### src/hdl/jhtb_pkg.sv
`timescale 1ns / 1ps
`default_nettype none

package jhtb_pkg;

   // Fast lookup geometry
   localparam int FAST_BITS = 9;
   localparam int FAST_SIZE = 1 << FAST_BITS;

   // Running sum of fast entries claimed by the counts of one table
   localparam int USED_W = FAST_BITS + 8;

   // Class byte checks
   localparam logic [7:0] CLASS_RESERVED = 8'hEC;
   localparam logic [7:0] CLASS_UNSUPP   = 8'h02;

   // Number of code-length counts in a table header
   localparam int NUM_LENGTHS = 16;

   // Most results one byte can cause: symbol, fill range, segment done
   localparam int MAX_RESULTS = 3;

   typedef enum logic [2:0] {
      KIND_SYMBOL      = 3'd0,
      KIND_FILL        = 3'd1,
      KIND_DONE        = 3'd2,
      KIND_SYNTAX      = 3'd3,
      KIND_UNSUPPORTED = 3'd4
   } kind_type;

   typedef enum logic [2:0] {
      PH_IDLE    = 3'd0,
      PH_LEN_LO  = 3'd1,
      PH_CLASS   = 3'd2,
      PH_COUNTS  = 3'd3,
      PH_SYMBOLS = 3'd4
   } phase_type;

   typedef struct packed {
      logic [7:0] data_byte;
      logic       segment_start;
   } req_type;

   typedef struct packed {
      kind_type    kind;
      logic [1:0]  dest_table;
      logic [4:0]  code_bits;
      logic [15:0] code;
      logic [7:0]  symbol;
      logic [9:0]  first_index;
      logic [9:0]  entry_count;
      logic        last;
   } rsp_type;

endpackage

`default_nettype wire

### src/hdl/jpeg_huffman_table_builder.sv
`timescale 1ns / 1ps
`default_nettype none

// Builds canonical huffman codes from the bytes of a JPEG huffman-table
// segment, fed one byte per request starting at the high length byte
// (segment_start set). Each accepted byte is decoded against the parser
// state in the cycle it is accepted and its results (at most three: symbol
// code, empty fill range, segment done; or a single error) go to the output
// bundle, or to the skid bundle while that one is busy; from a free output
// bundle the first result is offered on rsp the cycle after acceptance. The
// rsp side drains one result per cycle while rsp_stall is low. A byte can
// be accepted every cycle if rsp does not stall and each byte causes at
// most one result; a table's last byte gives up to three results, and a
// one-bundle skid register absorbs the next byte before req_stall rises.
// Reset clears parser state; the sixteen count entries need no clearing.

module jpeg_huffman_table_builder (
   input  wire logic             clock,
   input  wire logic             reset,
   input  wire logic             req_valid,
   output logic                  req_stall,
   input  wire jhtb_pkg::req_type req_data,
   output logic                  rsp_valid,
   input  wire logic             rsp_stall,
   output jhtb_pkg::rsp_type     rsp_data
);

   import jhtb_pkg::*;

   // Parser state
   phase_type   phase_ff, phase_in;
   logic [7:0]  length_high_ff, length_high_in;
   logic [15:0] segment_left_ff, segment_left_in;
   logic [4:0]  header_index_ff, header_index_in;
   logic [1:0]  current_table_ff, current_table_in;
   logic [4:0]  current_length_ff, current_length_in;
   logic [7:0]  left_at_length_ff, left_at_length_in;
   logic [15:0] running_code_ff, running_code_in;
   logic [9:0]  fast_left_ff, fast_left_in;
   logic [11:0] total_ff, total_in;
   logic [USED_W-1:0] used_ff, used_in;
   logic [7:0]  counts_ff [NUM_LENGTHS];

   // Output bundle and skid bundle
   rsp_type     out_ff [MAX_RESULTS];
   rsp_type     out_in [MAX_RESULTS];
   logic [1:0]  out_cnt_ff, out_cnt_in;
   rsp_type     skid_ff [MAX_RESULTS];
   rsp_type     skid_in [MAX_RESULTS];
   logic [1:0]  skid_cnt_ff, skid_cnt_in;

   // Datapath
   logic        accept;
   logic        pop;
   logic        out_free;
   logic [7:0]  b;
   logic        start;
   logic [15:0] seg_dec;
   logic [15:0] len_full;
   logic [4:0]  hidx_inc;
   logic [7:0]  cnt_view [NUM_LENGTHS];
   logic [15:0] nz_mask;
   logic [15:0] above;
   logic [4:0]  search_from;
   logic [4:0]  nl;
   logic [4:0]  nl_dec;
   logic [7:0]  left_pick;
   logic [11:0] total_new;
   logic [USED_W-1:0] used_add;
   logic [USED_W-1:0] used_new;
   logic        count_fail;
   logic        sym_fast;
   logic [9:0]  sym_cnt;
   logic [9:0]  sym_first;
   logic [9:0]  fast_after_sym;
   logic [7:0]  left_dec;
   logic [15:0] code_step;
   logic [9:0]  fill_fast;

   // Events of the accepted byte
   logic        ev_syntax;
   logic        ev_unsup;
   logic        ev_done;
   logic        ev_sym;
   logic        ev_fill;

   // Packed results
   rsp_type     res [MAX_RESULTS];
   logic [1:0]  res_cnt;

   assign b         = req_data.data_byte;
   assign start     = req_data.segment_start;
   assign req_stall = (skid_cnt_ff != 2'd0);
   assign accept    = req_valid && !req_stall;
   assign rsp_valid = (out_cnt_ff != 2'd0);
   assign rsp_data  = out_ff[0];
   assign pop       = rsp_valid && !rsp_stall;
   assign out_free  = (out_cnt_ff == 2'd0) || (pop && out_cnt_ff == 2'd1);

   // Shared byte datapath
   always_comb begin
      seg_dec  = (segment_left_ff != 16'd0) ? segment_left_ff - 16'd1 : segment_left_ff;
      len_full = {length_high_ff, b};
      hidx_inc = header_index_ff + 5'd1;

      // Counts as seen this cycle: the last count byte bypasses the store
      for (int i = 0; i < NUM_LENGTHS; i++) begin
         cnt_view[i] = counts_ff[i];
      end
      if (phase_ff == PH_COUNTS) begin
         cnt_view[NUM_LENGTHS-1] = b;
      end
      for (int i = 0; i < NUM_LENGTHS; i++) begin
         nz_mask[i] = (cnt_view[i] != 8'd0);
      end

      // Next used length above the current one (the shortest one in the counts phase)
      search_from = (phase_ff == PH_SYMBOLS) ? current_length_ff : 5'd0;
      above       = nz_mask & (16'hFFFF << search_from);
      nl          = 5'd0;
      for (int i = NUM_LENGTHS - 1; i >= 0; i--) begin
         if (above[i]) begin
            nl = 5'(i + 1);
         end
      end
      nl_dec    = nl - 5'd1;
      left_pick = cnt_view[nl_dec[3:0]];

      // Header totals
      total_new = total_ff + 12'(b);
      if (hidx_inc <= 5'(FAST_BITS)) begin
         used_add = USED_W'(b) << (5'(FAST_BITS) - hidx_inc);
      end else begin
         used_add = '0;
      end
      used_new   = used_ff + used_add;
      count_fail = ({4'd0, total_new} > seg_dec) || (used_new > USED_W'(FAST_SIZE));

      // Symbol code and fast range
      sym_fast = (current_length_ff <= 5'(FAST_BITS));
      if (sym_fast) begin
         sym_cnt   = 10'd1 << (5'(FAST_BITS) - current_length_ff);
         sym_first = 10'(FAST_SIZE) - fast_left_ff;
      end else begin
         sym_cnt   = 10'd0;
         sym_first = 10'd0;
      end
      fast_after_sym = (sym_cnt <= fast_left_ff) ? fast_left_ff - sym_cnt : 10'd0;
      left_dec  = (left_at_length_ff != 8'd0) ? left_at_length_ff - 8'd1 : 8'd0;
      code_step = 16'd1 << (5'd16 - current_length_ff);
      fill_fast = (phase_ff == PH_SYMBOLS) ? fast_after_sym : fast_left_ff;
   end

   // Decide which results the byte causes
   always_comb begin
      ev_syntax = 1'b0;
      ev_unsup  = 1'b0;
      ev_done   = 1'b0;
      ev_sym    = 1'b0;
      ev_fill   = 1'b0;
      if (!start) begin
         case (phase_ff)
            PH_LEN_LO: begin
               if (len_full < 16'd2) begin
                  ev_syntax = 1'b1;
               end else if (len_full == 16'd2) begin
                  ev_done = 1'b1;
               end
            end
            PH_CLASS: begin
               if ((b & CLASS_RESERVED) != 8'd0) begin
                  ev_syntax = 1'b1;
               end else if ((b & CLASS_UNSUPP) != 8'd0) begin
                  ev_unsup = 1'b1;
               end else if (seg_dec == 16'd0) begin
                  ev_syntax = 1'b1;
               end
            end
            PH_COUNTS: begin
               if (!hidx_inc[4]) begin
                  ev_syntax = (seg_dec == 16'd0);
               end else if (count_fail) begin
                  ev_syntax = 1'b1;
               end else if (nl == 5'd0) begin
                  ev_fill = 1'b1;
                  ev_done = (seg_dec == 16'd0);
               end
            end
            PH_SYMBOLS: begin
               ev_sym = 1'b1;
               if (left_dec == 8'd0 && nl == 5'd0) begin
                  ev_fill = 1'b1;
                  ev_done = (seg_dec == 16'd0);
               end
            end
            default: begin
            end
         endcase
      end
   end

   // Pack results in order: symbol, fill, done or error
   always_comb begin
      rsp_type item;
      item    = '0;
      res_cnt = 2'd0;
      for (int i = 0; i < MAX_RESULTS; i++) begin
         res[i] = '0;
      end
      if (ev_sym) begin
         item             = '0;
         item.kind        = KIND_SYMBOL;
         item.dest_table  = current_table_ff;
         item.code_bits   = current_length_ff;
         item.code        = running_code_ff;
         item.symbol      = b;
         item.first_index = sym_first;
         item.entry_count = sym_cnt;
         res[res_cnt]     = item;
         res_cnt          = res_cnt + 2'd1;
      end
      if (ev_fill) begin
         item             = '0;
         item.kind        = KIND_FILL;
         item.dest_table  = current_table_ff;
         item.first_index = 10'(FAST_SIZE) - fill_fast;
         item.entry_count = fill_fast;
         res[res_cnt]     = item;
         res_cnt          = res_cnt + 2'd1;
      end
      if (ev_done || ev_syntax || ev_unsup) begin
         item = '0;
         if (ev_syntax) begin
            item.kind = KIND_SYNTAX;
         end else if (ev_unsup) begin
            item.kind = KIND_UNSUPPORTED;
         end else begin
            item.kind = KIND_DONE;
         end
         res[res_cnt] = item;
         res_cnt      = res_cnt + 2'd1;
      end
      if (res_cnt != 2'd0) begin
         res[res_cnt - 2'd1].last = 1'b1;
      end
   end

   // Next parser state
   always_comb begin
      phase_in          = phase_ff;
      length_high_in    = length_high_ff;
      segment_left_in   = segment_left_ff;
      header_index_in   = header_index_ff;
      current_table_in  = current_table_ff;
      current_length_in = current_length_ff;
      left_at_length_in = left_at_length_ff;
      running_code_in   = running_code_ff;
      fast_left_in      = fast_left_ff;
      total_in          = total_ff;
      used_in           = used_ff;
      if (accept) begin
         if (start) begin
            length_high_in = b;
            phase_in       = PH_LEN_LO;
         end else begin
            case (phase_ff)
               PH_LEN_LO: begin
                  if (len_full <= 16'd2) begin
                     phase_in = PH_IDLE;
                  end else begin
                     segment_left_in = len_full - 16'd2;
                     phase_in        = PH_CLASS;
                  end
               end
               PH_CLASS: begin
                  segment_left_in = seg_dec;
                  if (ev_syntax || ev_unsup) begin
                     phase_in = PH_IDLE;
                  end else begin
                     phase_in = PH_COUNTS;
                  end
                  if (!ev_unsup && (b & CLASS_RESERVED) == 8'd0) begin
                     current_table_in = b[1:0] | b[4:3];
                     header_index_in  = 5'd0;
                     fast_left_in     = 10'(FAST_SIZE);
                     total_in         = 12'd0;
                     used_in          = '0;
                  end
               end
               PH_COUNTS: begin
                  segment_left_in = seg_dec;
                  header_index_in = hidx_inc;
                  total_in        = total_new;
                  used_in         = used_new;
                  if (ev_syntax) begin
                     phase_in = PH_IDLE;
                  end else if (hidx_inc[4]) begin
                     running_code_in   = 16'd0;
                     current_length_in = nl;
                     if (nl == 5'd0) begin
                        fast_left_in = 10'd0;
                        phase_in     = ev_done ? PH_IDLE : PH_CLASS;
                     end else begin
                        left_at_length_in = left_pick;
                        phase_in          = PH_SYMBOLS;
                     end
                  end
               end
               PH_SYMBOLS: begin
                  segment_left_in   = seg_dec;
                  fast_left_in      = fast_after_sym;
                  running_code_in   = running_code_ff + code_step;
                  left_at_length_in = left_dec;
                  if (left_dec == 8'd0) begin
                     current_length_in = nl;
                     if (nl == 5'd0) begin
                        fast_left_in = 10'd0;
                        phase_in     = ev_done ? PH_IDLE : PH_CLASS;
                     end else begin
                        left_at_length_in = left_pick;
                     end
                  end
               end
               default: begin
               end
            endcase
         end
      end
   end

   // Next output and skid bundles
   always_comb begin
      for (int i = 0; i < MAX_RESULTS; i++) begin
         out_in[i]  = out_ff[i];
         skid_in[i] = skid_ff[i];
      end
      out_cnt_in  = out_cnt_ff;
      skid_cnt_in = skid_cnt_ff;
      if (out_free) begin
         if (skid_cnt_ff != 2'd0) begin
            out_in      = skid_ff;
            out_cnt_in  = skid_cnt_ff;
            skid_cnt_in = 2'd0;
         end else if (accept && res_cnt != 2'd0) begin
            out_in     = res;
            out_cnt_in = res_cnt;
         end else begin
            out_cnt_in = 2'd0;
         end
      end else begin
         if (pop) begin
            for (int i = 0; i < MAX_RESULTS - 1; i++) begin
               out_in[i] = out_ff[i + 1];
            end
            out_cnt_in = out_cnt_ff - 2'd1;
         end
         if (accept && res_cnt != 2'd0) begin
            skid_in     = res;
            skid_cnt_in = res_cnt;
         end
      end
   end

   // Control registers
   always_ff @(posedge clock) begin
      if (reset) begin
         phase_ff          <= PH_IDLE;
         length_high_ff    <= 8'd0;
         segment_left_ff   <= 16'd0;
         header_index_ff   <= 5'd0;
         current_table_ff  <= 2'd0;
         current_length_ff <= 5'd0;
         left_at_length_ff <= 8'd0;
         running_code_ff   <= 16'd0;
         fast_left_ff      <= 10'(FAST_SIZE);
         total_ff          <= 12'd0;
         used_ff           <= '0;
         out_cnt_ff        <= 2'd0;
         skid_cnt_ff       <= 2'd0;
      end else begin
         phase_ff          <= phase_in;
         length_high_ff    <= length_high_in;
         segment_left_ff   <= segment_left_in;
         header_index_ff   <= header_index_in;
         current_table_ff  <= current_table_in;
         current_length_ff <= current_length_in;
         left_at_length_ff <= left_at_length_in;
         running_code_ff   <= running_code_in;
         fast_left_ff      <= fast_left_in;
         total_ff          <= total_in;
         used_ff           <= used_in;
         out_cnt_ff        <= out_cnt_in;
         skid_cnt_ff       <= skid_cnt_in;
      end
   end

   // Payload registers
   always_ff @(posedge clock) begin
      out_ff  <= out_in;
      skid_ff <= skid_in;
   end

   // Store the code-length counts
   always_ff @(posedge clock) begin
      if (accept && !start && phase_ff == PH_COUNTS) begin
         counts_ff[header_index_ff[3:0]] <= b;
      end
   end

`ifndef SYNTHESIS
   // Skid bundle only fills behind a busy output bundle
   assert property (@(posedge clock) disable iff (reset)
      (skid_cnt_ff != 2'd0) |-> (out_cnt_ff != 2'd0))
      else $error("skid bundle holds results while output bundle is empty");

   // Done and error results always close their bundle
   assert property (@(posedge clock) disable iff (reset)
      (rsp_valid && (rsp_data.kind == KIND_DONE || rsp_data.kind == KIND_SYNTAX ||
                     rsp_data.kind == KIND_UNSUPPORTED)) |-> rsp_data.last)
      else $error("terminal result not marked last");

   // Last flag lines up with the bundle count
   assert property (@(posedge clock) disable iff (reset)
      rsp_valid |-> (rsp_data.last == (out_cnt_ff == 2'd1)))
      else $error("last flag disagrees with bundle count");

   // Symbol phase always has a live code length with symbols left
   assert property (@(posedge clock) disable iff (reset)
      (phase_ff == PH_SYMBOLS) |->
         (current_length_ff != 5'd0 && left_at_length_ff != 8'd0))
      else $error("symbol phase without a pending code length");

   // Fast entries left never exceed the table size
   assert property (@(posedge clock) disable iff (reset)
      fast_left_ff <= 10'(FAST_SIZE))
      else $error("fast entry count out of range");
`endif

endmodule

`default_nettype wire

### config.mk
export PLATFORM = sky130hd
export DESIGN_NAME = jpeg_huffman_table_builder
export DESIGN_NICKNAME = d
export VERILOG_FILES = /design/src/hdl/jhtb_pkg.sv /design/src/hdl/jpeg_huffman_table_builder.sv
export SDC_FILE = /design/constraint.sdc
export NUM_CORES = 1
export LEC_CHECK = 0
export BUFFER_PORTS_ARGS = -buffer_cell sky130_fd_sc_hd__buf_2
export CAP_MARGIN = 20
export CELL_PAD_IN_SITES_DETAIL_PLACEMENT = 1
export CELL_PAD_IN_SITES_GLOBAL_PLACEMENT = 1
export CORE_AREA = 2 2 230 232
export CTS_BUF_LIST = sky130_fd_sc_hd__clkbuf_16
export CTS_CLUSTER_SIZE = 14
export DETAILED_ROUTE_END_ITERATION = 10
export DIE_AREA = 0 0 232 234
export PLACE_DENSITY_LB_ADDON = 0.1
export SLEW_MARGIN = 10
export SYNTH_ARGS = -nofsm -noshare
export SYNTH_HDL_FRONTEND = slang
export SYNTH_SLANG_ARGS = --single-unit
### constraint.sdc
create_clock -name clock -period 14.65 [get_ports clock]
set_input_delay 1.465 -clock clock [delete_from_list [all_inputs] [get_ports clock]]
set_output_delay 1.465 -clock clock [all_outputs]
set_load 0.02 [all_outputs]
==> flow_metrics.py <==
metrics = {
    "outcome": {
        "status": "finished, final reports clean",
    },
    "global_route": {
        "grt_use_met3_pct": 3.830,
        "antenna_found_initial": 1,
        "grt_usage_pct": 26.12,
        "grt_pass1_wl_mm": 110.5,
        "use_met1_pct": 34.42,
        "grt_pass1_vias": 18890,
        "overflow": 0,
        "grt.busiest_layer": "met2",
        "use_met2_pct": 44.83,
        "grt_max_degree": 71,
    },
    "setup_path": {
        "start_kind": "register",
        "critPathKind": "reg2reg",
        "crit_required_ps": 14860,
        "path_max_fanout": 70,
        "critPathCaptureType": "register",
        "worstPathArrival_ps": 9620,
        "rrSetupSlack_ps": 5240,
    },
    "logic_synthesis": {
        "async_flop_share_pct": 0,
        "synthTopCellsByArea": "edfxtp_1 38%, dfxtp_1 9.2%, nor2_1 4.3%, ha_1 4.3%, nand2_1 4.0%",
        "synth_commonest_cells": "296 x edfxtp_1, 268 x nor2_1, 248 x nand2_1, 172 x a21oi_1, 121 x clkbuf_1",
        "synth_nets": 2473,
        "synthCells": 2377,
        "synth_warnings": 0,
        "ys_ff_latch": 402,
        "synth_edf_count": 296,
        "synth_ff_type": "edfxtp_1",
        "synth_cell_type_count": 91,
        "synth_largest_area_cell": "edfxtp_1",
        "yosysMostFrequentCell": "edfxtp_1",
        "yosysSeqAreaShare_pct": 47.56,
        "synth_top_area_share_pct": 38.40,
        "syn_avg_cell_area_um2": 9.739,
        "mappedNetlistArea_mm2": 0.02315,
    },
    "clock_network": {
        "post_cts_buffers": 0,
        "cts_max_path_buffers": 3,
        "cts-resized-gates": 0,
        "cts_buffers": 46,
        "clock-sinks": 402,
        "root_buffer": "clkbuf_16",
        "clk_pin_slew_ps": 60,
        "clock_latency_ps": 600,
        "cts_hold_buffers": 0,
        "cts_max_level": 2,
        "cts_tree": "built",
    },
    "sta": {
        "slew_viol_final": 0,
        "min_period_over_period_pct": 64.26,
        "slew_headroom_pct": 32.11,
        "tightest_slew_ps": 1011,
        "fmax_mhz": 106.2,
        "rsz0062_at_grt": "false",
        "finClkSkew_ps": 18.43,
        "layout_setup_ws_ps": 5237,
        "final_hold_viol_count": 0,
        "fin_hold_ws_ps": 490.9,
        "period_minus_slack_ps": 9413,
        "setup_viol": 0,
        "finalSetupTns_ps": 0,
    },
    "floorplan": {
        "start_util_pct": 44.49,
        "core_mm2": 0.05202,
        "io_pins": 70,
        "fp.dieW_um": 232,
        "rows": 84,
        "die_h_um": 234,
        "dieArea_mm2": 0.05429,
    },
    "hold_path": {
        "hold_path_class": "reg2reg",
    },
    "job": {
        "cap_violations": 0,
    },
    "drt": {
        "vias": 18340,
        "vias_per_cell": 5.997,
        "drc": 0,
        "final_antenna_net_count": 0,
        "first_pass_iters": 5,
        "wirelength_mm": 71.19,
        "wl_per_cell_um": 23.28,
        "drt-initial-drc-count": 1146,
    },
    "power_and_ir_drop": {
        "irDropWorstVdd_v": 0.0001059,
        "leakage_nw": 9.474,
        "power_density_mw_per_mm2": 115.7,
    },
    "place": {
        "port_buffers": 69,
        "pre_cts_ws_ps": 5327,
        "gp_congestion": 0.8945,
        "dp_hpwl_mm": 50.29,
        "placed_area_mm2": 0.02368,
    },
    "final_layout": {
        "nets": 2428,
        "drive_gt1_share_pct": 10.89,
        "area_growth_pct": 8.832,
        "utilization_pct": 48.42,
        "fillers": 5846,
        "antennaDiodeCount": 0,
        "final_cell_area_mm2": 0.02519,
    },
}
-- sequential cells by signal, summed over array words and instances, names as in the netlist --
signal and flops:
skid_ff 84, out_cnt_ff 2, header_index_ff 5, fast_left_ff 10, rsp_data 55, running_code_ff 16
left_at_length_ff 8, skid_cnt_ff 2, out_ff 29, used_ff 17, phase_ff 3, total_ff 12
length_high_ff 8, counts_ff 128, current_table_ff 2, segment_left_ff 16, current_length_ff 5
-- placed cells by master, fill, tap and decap left out, drive strengths merged, types with 24 or more instances in the layout --
cell	netlist	layout
a21oi	173	173
nand2	248	248
ha	79	79
nand3	80	80
a22oi	30	30
xor2	44	44
a21o	29	29
xnor2	45	45
clkbuf	121	48
buf	80	108
a22o	35	35
mux2i	26	26
a211oi	30	30
o21ai	80	80
nor4	48	48
a31oi	24	24
and2	47	47
dfxtp	106	106
nor2	268	268
nor3	86	86
inv	51	65
edfxtp	296	296
-- where the power goes --
part	total (mW)	internal, mW	leakage [nW]	switching (mW)
combinational	0.415	0.115	4.94	0.300
clock	1.15	0.665	0.778	0.486
sequential	1.35	1.33	3.75	0.0240
total	2.91	2.11	9.47	0.810
-- final timing paths --
check	cells past startpoint	from	endpoint
worst min register to register	2	length_high_ff[3]	length_high_ff[3]
worst max-delay path	22	header_index_ff[0]	rsp_data[16]
worst max register to register	22	header_index_ff[0]	rsp_data[16]
worst min-delay path	2	length_high_ff[3]	length_high_ff[3]
-- critical path, cell delays in order (launching register included) --
cell,delay (ps)
dfxtp_1,720
inv_2,230
ha_1,720
inv_1,230
ha_1,630
clkinv_1,350
a21oi_1,210
a31o_2,130
nor2_1,40
a31oi_1,220
nor2_1,80
ha_1,430
nand2_1,110
or4_1,590
nand4_1,120
or3b_1,400
or4_1,680
nor3_2,550
or2_2,300
ha_1,360
and3_1,270
o41ai_4,730
buf_4,800
-- stage by stage --
step | instances | total power, mW
after floorplan | 2377 | 1.714
after global placement | 2969 | 1.783
after detailed placement | 2969 | 1.792
after CTS | 3055 | 2.943
after global routing | 3058 | 3.021
final | 3058 | 2.915
-- final cells by class --
| class | count | area [um2] | share of cell area (%) |
|---|---|---|---|
| inverters | 53 | 198.9 | 0.7897 |
| flip-flops and latches | 402 | 11010 | 43.71 |
| well taps | 688 | 860.8 | 3.417 |
| clock inverters | 38 | 292.8 | 1.162 |
| multi-input cells | 1721 | 10990 | 43.61 |
| clock buffers | 48 | 1201 | 4.768 |
| repair buffers | 108 | 641.9 | 2.548 |
-- cells by family after synthesis --
| group | after synthesis | synth area share (%) |
|---|---|---|
| AOI/OAI and AO/OA | 553 | 16.02 |
| xor gates and xnor gates | 89 | 3.400 |
| adders and majority gates | 83 | 4.616 |
| buffers and inverters | 254 | 5.189 |
| DFF | 402 | 47.56 |
| muxes | 57 | 3.605 |
| and+or+nand+nor | 939 | 19.60 |
-- routing by layer --
metal | up-vias | share of wire (%)
met5 | - | 0
met2 | 400 | 48
met3 | 111 | 4.1
met1 | 9193 | 45
met4 | 0 | 2.6
li1 | 8636 | -
(Power assumes the default switching activity.)
